===== src/rtl/rrs_pkg.sv =====
// ----------------------------------------------------------------------------
// rrs_pkg: round-robin scheduler shared definitions
// item layouts, queue entry layout, event codes and default sizes
// ----------------------------------------------------------------------------
package rrs_pkg;

    localparam int ID_W          = 22;
    localparam int CNT_W         = 16;
    localparam int EV_W          = 3;
    localparam int MAX_PROCS_DEF = 16;

    localparam logic [CNT_W-1:0] SLICE_RESET = 16'd225;

    // request kinds
    localparam logic REQ_ADMIT = 1'b0;
    localparam logic REQ_TICK  = 1'b1;

    // result events
    localparam logic [EV_W-1:0] EV_ADMITTED  = 3'd0;
    localparam logic [EV_W-1:0] EV_REJECTED  = 3'd1;
    localparam logic [EV_W-1:0] EV_ALL_IDLE  = 3'd2;
    localparam logic [EV_W-1:0] EV_RAN       = 3'd3;
    localparam logic [EV_W-1:0] EV_FINISHED  = 3'd4;
    localparam logic [EV_W-1:0] EV_PREEMPTED = 3'd5;
    localparam logic [EV_W-1:0] EV_ONLY_WAIT = 3'd6;

    typedef struct packed {
        logic             req_type;
        logic [ID_W-1:0]  proc_id;
        logic [CNT_W-1:0] cpu_burst;
        logic [CNT_W-1:0] io_burst;
    } t_req;

    typedef struct packed {
        logic [EV_W-1:0]  event_res;
        logic [ID_W-1:0]  run_id;
        logic [CNT_W-1:0] cpu_left;
        logic             woke;
        logic [ID_W-1:0]  woke_id;
    } t_res;

    // queue entry: aux is the slice in the run queue, the i/o count in the wait queue
    typedef struct packed {
        logic [ID_W-1:0]  id;
        logic [CNT_W-1:0] cpu;
        logic [CNT_W-1:0] aux;
    } t_entry;

endpackage


===== src/rtl/round_robin_scheduler_with_io_wait.sv =====
// ----------------------------------------------------------------------------
// round_robin_scheduler_with_io_wait: round-robin tick scheduler
// run queue and i/o wait queue in rams, ticks walked by a small sequencer
// ----------------------------------------------------------------------------
//
//  channel | direction | handshake                  | payload
//  --------+-----------+----------------------------+-------------------
//  in      | input     | i_in_valid / o_in_ready    | i_in_item  (t_req)
//  out     | output    | o_out_valid / i_out_ready  | o_out_item (t_res)
//  cfg     | input     | i_cfg_we (no wait)         | i_cfg_wdata (slice)
//
//  an admit goes straight to the output; a tick walks the wait queue, if it is not
//  empty, one entry per cycle through the wait ram read/write ports and the shared
//  saturating decrementer, tries to wake its head, reads the run head, decrements
//  cpu left and slice and decides, or stops after the run head read if none is left
//  one item at a time: o_in_ready is high only while the sequencer is idle
//  the result is held in a register until taken; a stalled output holds the block
//  synchronous active-low reset empties both queues and loads the slice with 225;
//  ram contents are not cleared, empty slots are never read
//
module round_robin_scheduler_with_io_wait
    import rrs_pkg::*;
#(
    parameter int MAX_PROCS = MAX_PROCS_DEF
) (
    input  logic             i_clk,
    input  logic             i_rst_n,
    input  logic             i_in_valid,
    output logic             o_in_ready,
    input  t_req             i_in_item,
    output logic             o_out_valid,
    input  logic             i_out_ready,
    output t_res             o_out_item,
    input  logic             i_cfg_we,
    input  logic [CNT_W-1:0] i_cfg_wdata
);

    localparam int IW  = $clog2(MAX_PROCS);
    localparam int CW  = $clog2(MAX_PROCS + 1);
    localparam int CW1 = CW + 1;
    localparam int EW  = $bits(t_entry);

    localparam logic [CW-1:0]  L_MAX_C  = CW'(MAX_PROCS);
    localparam logic [CW:0]    L_MAX_S  = CW1'(MAX_PROCS);
    localparam logic [CW-1:0]  L_ONE_C  = CW'(1);

    // sequencer states
    localparam logic [2:0] S_IDLE   = 3'd0;
    localparam logic [2:0] S_WALK   = 3'd1;
    localparam logic [2:0] S_WAKE   = 3'd2;
    localparam logic [2:0] S_RUN_RD = 3'd3;
    localparam logic [2:0] S_CPU    = 3'd4;
    localparam logic [2:0] S_SLICE  = 3'd5;
    localparam logic [2:0] S_DECIDE = 3'd6;
    localparam logic [2:0] S_OUT    = 3'd7;

    // ring slot: (head + offset) mod depth, sum stays below twice the depth
    function automatic logic [IW-1:0] f_slot(input logic [IW-1:0] head,
                                             input logic [CW-1:0] offset);
        logic [CW:0] sum;
        sum = CW1'(head) + CW1'(offset);
        if (sum >= L_MAX_S) begin
            sum = sum - L_MAX_S;
        end
        return sum[IW-1:0];
    endfunction

    // control state
    logic [2:0]       r_state,      n_state;
    logic [IW-1:0]    r_run_head,   n_run_head;
    logic [CW-1:0]    r_run_count,  n_run_count;
    logic [IW-1:0]    r_wait_head,  n_wait_head;
    logic [CW-1:0]    r_wait_count, n_wait_count;
    logic [CNT_W-1:0] r_time_slice;
    logic [CW-1:0]    r_idx,        n_idx;
    logic             r_pend,       n_pend;

    // working payload
    logic [IW-1:0]    r_waddr, n_waddr;
    logic [ID_W-1:0]  r_hid,   n_hid;
    logic [CNT_W-1:0] r_hcpu,  n_hcpu;
    logic [CNT_W-1:0] r_hio,   n_hio;
    logic             r_woke,  n_woke;
    logic [ID_W-1:0]  r_wid,   n_wid;
    logic [ID_W-1:0]  r_rid,   n_rid;
    logic [CNT_W-1:0] r_cpu,   n_cpu;
    logic [CNT_W-1:0] r_slice, n_slice;
    logic [CNT_W-1:0] r_io,    n_io;
    t_res             r_out,   n_out;

    // ram ports
    logic          run_we,  wait_we;
    logic [IW-1:0] run_waddr, wait_waddr, run_raddr, wait_raddr;
    t_entry        run_wdata, wait_wdata, run_rd, wait_rd;

    // shared saturating decrementer
    logic [CNT_W-1:0] dec_in, dec_out;

    rrs_ram #(
        .WIDTH (EW),
        .DEPTH (MAX_PROCS)
    ) u_run_ram (
        .i_clk   (i_clk),
        .i_we    (run_we),
        .i_waddr (run_waddr),
        .i_wdata (run_wdata),
        .i_raddr (run_raddr),
        .o_rdata (run_rd)
    );

    rrs_ram #(
        .WIDTH (EW),
        .DEPTH (MAX_PROCS)
    ) u_wait_ram (
        .i_clk   (i_clk),
        .i_we    (wait_we),
        .i_waddr (wait_waddr),
        .i_wdata (wait_wdata),
        .i_raddr (wait_raddr),
        .o_rdata (wait_rd)
    );

    // run queue is only ever read at its head; the walk reads the wait queue in order
    assign run_raddr  = r_run_head;
    assign wait_raddr = f_slot(r_wait_head, r_idx);

    // operand select for the decrementer: i/o count, cpu left or slice
    always_comb begin
        case (r_state)
            S_WALK:  dec_in = wait_rd.aux;
            S_CPU:   dec_in = run_rd.cpu;
            default: dec_in = r_slice;
        endcase
        dec_out = (dec_in == '0) ? '0 : dec_in - CNT_W'(1);
    end

    always_comb begin
        n_state      = r_state;
        n_run_head   = r_run_head;
        n_run_count  = r_run_count;
        n_wait_head  = r_wait_head;
        n_wait_count = r_wait_count;
        n_idx        = r_idx;
        n_pend       = r_pend;
        n_waddr      = r_waddr;
        n_hid        = r_hid;
        n_hcpu       = r_hcpu;
        n_hio        = r_hio;
        n_woke       = r_woke;
        n_wid        = r_wid;
        n_rid        = r_rid;
        n_cpu        = r_cpu;
        n_slice      = r_slice;
        n_io         = r_io;
        n_out        = r_out;
        run_we       = 1'b0;
        run_waddr    = f_slot(r_run_head, r_run_count);
        run_wdata    = '0;
        wait_we      = 1'b0;
        wait_waddr   = r_waddr;
        wait_wdata   = '0;

        unique case (r_state)
            S_IDLE: begin
                if (i_in_valid) begin
                    n_io   = i_in_item.io_burst;
                    n_woke = 1'b0;
                    n_wid  = '0;
                    if (i_in_item.req_type == REQ_ADMIT) begin
                        n_out.run_id   = i_in_item.proc_id;
                        n_out.cpu_left = i_in_item.cpu_burst;
                        n_out.woke     = 1'b0;
                        n_out.woke_id  = '0;
                        if (r_run_count == L_MAX_C) begin
                            n_out.event_res = EV_REJECTED;
                        end else begin
                            // append at the run tail with a full slice
                            run_we          = 1'b1;
                            run_wdata.id    = i_in_item.proc_id;
                            run_wdata.cpu   = i_in_item.cpu_burst;
                            run_wdata.aux   = r_time_slice;
                            n_run_count     = r_run_count + L_ONE_C;
                            n_out.event_res = EV_ADMITTED;
                        end
                        n_state = S_OUT;
                    end else begin
                        n_idx   = '0;
                        n_pend  = 1'b0;
                        n_state = (r_wait_count != '0) ? S_WALK : S_RUN_RD;
                    end
                end
            end

            S_WALK: begin
                // write back the entry read last cycle with its i/o count decremented
                if (r_pend) begin
                    wait_we        = 1'b1;
                    wait_waddr     = r_waddr;
                    wait_wdata.id  = wait_rd.id;
                    wait_wdata.cpu = wait_rd.cpu;
                    wait_wdata.aux = dec_out;
                    if (r_waddr == r_wait_head) begin
                        n_hid  = wait_rd.id;
                        n_hcpu = wait_rd.cpu;
                        n_hio  = dec_out;
                    end
                end
                // issue the next read, one entry per cycle
                if (r_idx != r_wait_count) begin
                    n_pend  = 1'b1;
                    n_waddr = wait_raddr;
                    n_idx   = r_idx + L_ONE_C;
                end else begin
                    n_pend = 1'b0;
                    if (!r_pend) begin
                        n_state = S_WAKE;
                    end
                end
            end

            S_WAKE: begin
                // head of the wait queue returns once its i/o is done and there is room
                if (r_hio == '0 && r_run_count != L_MAX_C) begin
                    run_we        = 1'b1;
                    run_wdata.id  = r_hid;
                    run_wdata.cpu = r_hcpu;
                    run_wdata.aux = r_time_slice;
                    n_run_count   = r_run_count + L_ONE_C;
                    n_wait_head   = f_slot(r_wait_head, L_ONE_C);
                    n_wait_count  = r_wait_count - L_ONE_C;
                    n_woke        = 1'b1;
                    n_wid         = r_hid;
                end
                n_state = S_RUN_RD;
            end

            S_RUN_RD: begin
                // run head read is in flight here
                if (r_run_count == '0) begin
                    n_out.event_res = (r_wait_count != '0) ? EV_ONLY_WAIT : EV_ALL_IDLE;
                    n_out.run_id    = '0;
                    n_out.cpu_left  = '0;
                    n_out.woke      = r_woke;
                    n_out.woke_id   = r_wid;
                    n_state         = S_OUT;
                end else begin
                    n_state = S_CPU;
                end
            end

            S_CPU: begin
                n_rid   = run_rd.id;
                n_cpu   = dec_out;
                n_slice = run_rd.aux;
                n_state = S_SLICE;
            end

            S_SLICE: begin
                n_slice = dec_out;
                n_state = S_DECIDE;
            end

            S_DECIDE: begin
                n_out.run_id   = r_rid;
                n_out.cpu_left = r_cpu;
                n_out.woke     = r_woke;
                n_out.woke_id  = r_wid;
                if (r_cpu == '0) begin
                    n_run_head      = f_slot(r_run_head, L_ONE_C);
                    n_run_count     = r_run_count - L_ONE_C;
                    n_out.event_res = EV_FINISHED;
                end else if (r_slice == '0) begin
                    n_run_head = f_slot(r_run_head, L_ONE_C);
                    if (r_wait_count != L_MAX_C) begin
                        // preempt into the wait queue tail
                        n_run_count     = r_run_count - L_ONE_C;
                        wait_we         = 1'b1;
                        wait_waddr      = f_slot(r_wait_head, r_wait_count);
                        wait_wdata.id   = r_rid;
                        wait_wdata.cpu  = r_cpu;
                        wait_wdata.aux  = r_io;
                        n_wait_count    = r_wait_count + L_ONE_C;
                        n_out.event_res = EV_PREEMPTED;
                    end else begin
                        // wait queue full: rotate to the run tail with a new slice
                        run_we          = 1'b1;
                        run_waddr       = f_slot(r_run_head, r_run_count);
                        run_wdata.id    = r_rid;
                        run_wdata.cpu   = r_cpu;
                        run_wdata.aux   = r_time_slice;
                        n_out.event_res = EV_RAN;
                    end
                end else begin
                    run_we          = 1'b1;
                    run_waddr       = r_run_head;
                    run_wdata.id    = r_rid;
                    run_wdata.cpu   = r_cpu;
                    run_wdata.aux   = r_slice;
                    n_out.event_res = EV_RAN;
                end
                n_state = S_OUT;
            end

            S_OUT: begin
                if (i_out_ready) begin
                    n_state = S_IDLE;
                end
            end

            default: begin
                n_state = S_IDLE;
            end
        endcase
    end

    // control registers
    always_ff @(posedge i_clk) begin
        if (!i_rst_n) begin
            r_state      <= S_IDLE;
            r_run_head   <= '0;
            r_run_count  <= '0;
            r_wait_head  <= '0;
            r_wait_count <= '0;
            r_time_slice <= SLICE_RESET;
            r_idx        <= '0;
            r_pend       <= 1'b0;
        end else begin
            r_state      <= n_state;
            r_run_head   <= n_run_head;
            r_run_count  <= n_run_count;
            r_wait_head  <= n_wait_head;
            r_wait_count <= n_wait_count;
            r_idx        <= n_idx;
            r_pend       <= n_pend;
            if (i_cfg_we) begin
                r_time_slice <= i_cfg_wdata;
            end
        end
    end

    // payload registers
    always_ff @(posedge i_clk) begin
        r_waddr <= n_waddr;
        r_hid   <= n_hid;
        r_hcpu  <= n_hcpu;
        r_hio   <= n_hio;
        r_woke  <= n_woke;
        r_wid   <= n_wid;
        r_rid   <= n_rid;
        r_cpu   <= n_cpu;
        r_slice <= n_slice;
        r_io    <= n_io;
        r_out   <= n_out;
    end

    assign o_in_ready  = (r_state == S_IDLE);
    assign o_out_valid = (r_state == S_OUT);
    assign o_out_item  = r_out;

endmodule


===== src/rtl/rrs_ram.sv =====
// ----------------------------------------------------------------------------
// rrs_ram: generic simple dual-port ram
// one write port, one read port, registered read data
// ----------------------------------------------------------------------------
module rrs_ram #(
    parameter int WIDTH = 8,
    parameter int DEPTH = 16
) (
    input  logic                     i_clk,
    input  logic                     i_we,
    input  logic [$clog2(DEPTH)-1:0] i_waddr,
    input  logic [WIDTH-1:0]         i_wdata,
    input  logic [$clog2(DEPTH)-1:0] i_raddr,
    output logic [WIDTH-1:0]         o_rdata
);

    logic [WIDTH-1:0] r_mem [DEPTH];
    logic [WIDTH-1:0] r_rdata;

    always_ff @(posedge i_clk) begin
        if (i_we) begin
            r_mem[i_waddr] <= i_wdata;
        end
        r_rdata <= r_mem[i_raddr];
    end

    assign o_rdata = r_rdata;

endmodule

===== config.mk =====
export PLATFORM = sky130hd
export DESIGN_NAME = round_robin_scheduler_with_io_wait
export DESIGN_NICKNAME = d
export VERILOG_FILES = /design/src/rtl/rrs_pkg.sv /design/src/rtl/round_robin_scheduler_with_io_wait.sv /design/src/rtl/rrs_ram.sv
export SDC_FILE = /design/constraint.sdc
export NUM_CORES = 2
export LEC_CHECK = 0
export BUFFER_PORTS_ARGS = -buffer_cell sky130_fd_sc_hd__buf_4
export CAP_MARGIN = 10
export CORE_MARGIN = 5
export CORE_UTILIZATION = 67
export CTS_CLUSTER_DIAMETER = 120
export CTS_CLUSTER_SIZE = 16
export DETAILED_ROUTE_END_ITERATION = 7
export PLACE_DENSITY = 0.86
export SYNTH_ARGS = -nofsm -noshare
export SYNTH_HDL_FRONTEND = slang
export SYNTH_SLANG_ARGS = --single-unit

===== constraint.sdc =====
create_clock -name i_clk -period 15.9 [get_ports i_clk]
set_input_delay 1.59 -clock i_clk [delete_from_list [all_inputs] [get_ports i_clk]]
set_output_delay 1.59 -clock i_clk [all_outputs]
set_load 0.02 [all_outputs]

==> impl_results.md <==
- Total CTS buffers: 148
- Synth Flop Type: edfxtp_1
- Core area: 118,200 um^2
- Number of synthesized flops with an enable pin: 1,943
- Worst hold slack: 0.4007 ns
- Crit path max fanout: 66
- Cts hold-fix bufs: 0
- P&R area growth vs syn: 9.274%
- Largest net degree at the start of global routing: 156
- CTS Root Cell: clkbuf_16
- DR vias/cell: 7.470
- Worst VDD drop: 0.1243 mV
- CP startpoint: r_state[1]$_SDFFE_PN0P_
- Final wirelength: 206,500 um
- Mapped Cells: 3,773
- Dpl hpwl: 109,300 um
- ANT nets after route: 0
- Sequential share of the synthesized area: 0.7689
- CP endpoint kind: register
- Max transition margin: 0.1745
- H-tree levels: 4
- Min Clock Period, post-route: 6.582 ns
- Setup Fix Bufs, Post-CTS: 0
- DRT Pass-1 Iters: 8
- Grt total ovfl: 0
- Worst Skew: 0.03369 ns
- Overall routing resource usage: 0.3316
- Final setup TNS: 0 ns
- Worst-path clk slew: 0.09 ns
- Post-route clock period utilization: 0.4140
- Buffers on Ports: 141
- DRC viols: 4
- I/O Pins: 142
- Final Max Tran Viols: 0
- Max-Cap Viols: 0
- Post-route insts no fill: 5,571
- Switching pwr: 2.964 mW
- Chip Width: 355.1 um
- Clk network pwr share: 0.317
- Number of global-route vias before repair: 41,360
- Routed len/inst: 37.07 um
- Synth cell types: 65
- Initial core utilization: 0.6750
- Initial DRC Count: 7,322
- Die footprint: 126,100 um^2
- Share of cells above drive strength 1: 0.2297
- Cts repair resizes: 0
- Final setup margin: 9.318 ns
- Post-Syn Area: 79,810 um^2
- Critical Path AT: 6.97 ns
- Internal Power: 8.633 mW
- Startpoint types: register
- Synth async-reset ratio: 0
- Initial antenna violation count: 8
- Worst slew pin tran: 1.237 ns
- Critical path type: register to register
- Num Clock Sinks: 2,094
- Combinational Power Share: 0.120
- Power Dens Cells: 133.0 nW/um^2
- Lkg Pwr: 25.37 nW
- Nets: 4,021
- Placed Instances: 5,304
- YS warnings: 0
- Tightest Hold Check Type: register to register
- Worst skew pair latency: 0.78 ns
- Post-synthesis register bit count: 2,094
- Diodes inserted: 0
- Vias: 41,620
- Final hold violation count: 0
- Syn_area_per_cell: 21.15 um^2
- Die height: 355.1 um
- Failing checks: design-rule violations
- Min-delay src: u_run_ram.o_rdata[48]$_DFF_P_
- Worst r2r src: r_state[1]$_SDFFE_PN0P_
- CTS tree: yes
- Switching Fraction: 0.2556
- First-pass GRT wire length: 297,700 um
- CTS max path bufs: 3
- Sequential power share: 0.563
- RePlAce Congestion: 0.9636
- Syn_nets: 3,874
- Row cnt: 126
- DP Worst Slack: 9.720 ns
- RSZ-0062 raised after global routing: false
- Worst path required time: 16.29 ns
- Status: complete, but fails checks
- Final setup violation count: 0
- Maximum clock frequency: 0.1519 GHz
## worst max-delay path: stages, from the launching register on
cell      delay, ns
dfxtp_2        0.89
nand3b_1       0.64
inv_2          1.01
nand2_1        0.36
nor3_2         0.25
buf_4          0.82
a21oi_1        0.52
nor2_4         0.95
buf_4          0.70
## cells in the final DEF (no fill, tap or decap), types with 27 or more instances in the layout
cell type	synthesis	final
a211oi_1	56	56
a21oi_1	70	70
a22o_1	100	100
and2_1	49	47
buf_4	1	203
clkbuf_1	127	101
clkbuf_16	0	155
dfxtp_1	151	144
edfxtp_1	1943	1943
inv_1	32	32
mux2i_1	79	79
mux4_2	486	486
nand2_1	103	103
nor2_1	100	64
nor2_4	1	36
nor2b_1	78	78
o21ai_1	26	27
## cell type report
cell class | instances | area [um^2]
Clock buffer | 257 | 4272
Inverter | 33 | 123.9
Tap cell | 1536 | 1922
Sequential cell | 2094 | 61390
Timing Repair Buffer | 206 | 1575
Clock inverter | 8 | 111.4
Multi-Input combinational cell | 1437 | 17820
Fill cell | 5969 | 31020
## per-layer routing
layer	wire length (um)	global-route usage	vias to the layer above
met4	11150	0.1381	6
met1	67940	0.4539	21170
met2	98930	0.5187	3882
li1	-	-	15890
met3	28470	0.09174	671
met5	40	0	-
## through the flow
step                      total power [mW]  instance area (um^2)  utilization
after global routing                 11.91                 87210       0.7376
final                                11.60                 87210       0.7376
after floorplan                      7.389                 79810            -
after CTS                            11.56                 87200       0.7375
after detailed placement             7.957                 82810       0.7004
after global placement               7.904                 82810       0.7004
## final timing paths
path         slack (ns)                                 end  cells after the start
max reg2reg        9.32  u_wait_ram.r_mem[10][35]$_DFFE_PP_                      8
min reg2reg        0.40                 r_rid[16]$_DFFE_PN_                      0
min                0.40                 r_rid[16]$_DFFE_PN_                      0
max                9.32  u_wait_ram.r_mem[10][35]$_DFFE_PP_                      8
## power by group through the flow
stage	registers, mW	logic, mW	clock network (mW)
detailed placement	6.63	1.33	0
floorplan	6.59	0.802	0
global placement	6.61	1.29	0
CTS	6.51	1.36	3.68
global route	6.53	1.45	3.93
finish	6.53	1.39	3.67
## synth_stat cells (5+ instances only)
library cell | count | area [um^2]
o21ai_0 | 15 | 75.07
nand3_1 | 14 | 70.07
mux2i_1 | 79 | 790.8
buf_2 | 32 | 160.2
ha_1 | 20 | 250.2
a21o_1 | 7 | 52.55
a22oi_1 | 22 | 165.2
o21bai_1 | 16 | 120.1
nor2b_1 | 78 | 488.0
fa_1 | 5 | 100.1
a21oi_1 | 70 | 350.3
o31ai_1 | 7 | 52.55
edfxtp_1 | 1943 | 58350
dfxtp_1 | 151 | 3023
nor2_1 | 100 | 375.4
and2_1 | 49 | 306.5
o311ai_1 | 8 | 70.07
inv_1 | 32 | 120.1
nor3_1 | 24 | 120.1
clkbuf_1 | 127 | 476.7
a22o_1 | 100 | 875.8
xnor2_1 | 27 | 236.5
nand2_1 | 103 | 386.6
o21ai_1 | 26 | 130.1
a222oi_1 | 16 | 160.2
mux4_2 | 486 | 10950
a211oi_1 | 56 | 420.4
nand4_1 | 11 | 68.82
o311ai_2 | 7 | 113.9
nor4_1 | 17 | 106.4
buf_1 | 48 | 180.2
xor2_1 | 23 | 201.4
## state kept, by name, summed over array words and instances, names as in the netlist, 22 cells and up
name	count
o_out_item	64
r_hid	22
r_rid	22
r_wid	22
u_run_ram.o_rdata	54
u_run_ram.r_mem	864
u_wait_ram.o_rdata	54
u_wait_ram.r_mem	864
## kinds of logic after synthesis
family,Yosys count,synth area share
flip-flops,2094,0.7689
multiplexers,567,0.1473
AND/OR/NAND/NOR,421,0.02676
AO/OA/AOI/OAI,374,0.03510
buffers and inverters,242,0.01202
XOR/XNOR,50,0.005487
adder cells (fa/ha/maj),25,0.004390
Note: power is estimated with default switching activity, not from simulation.
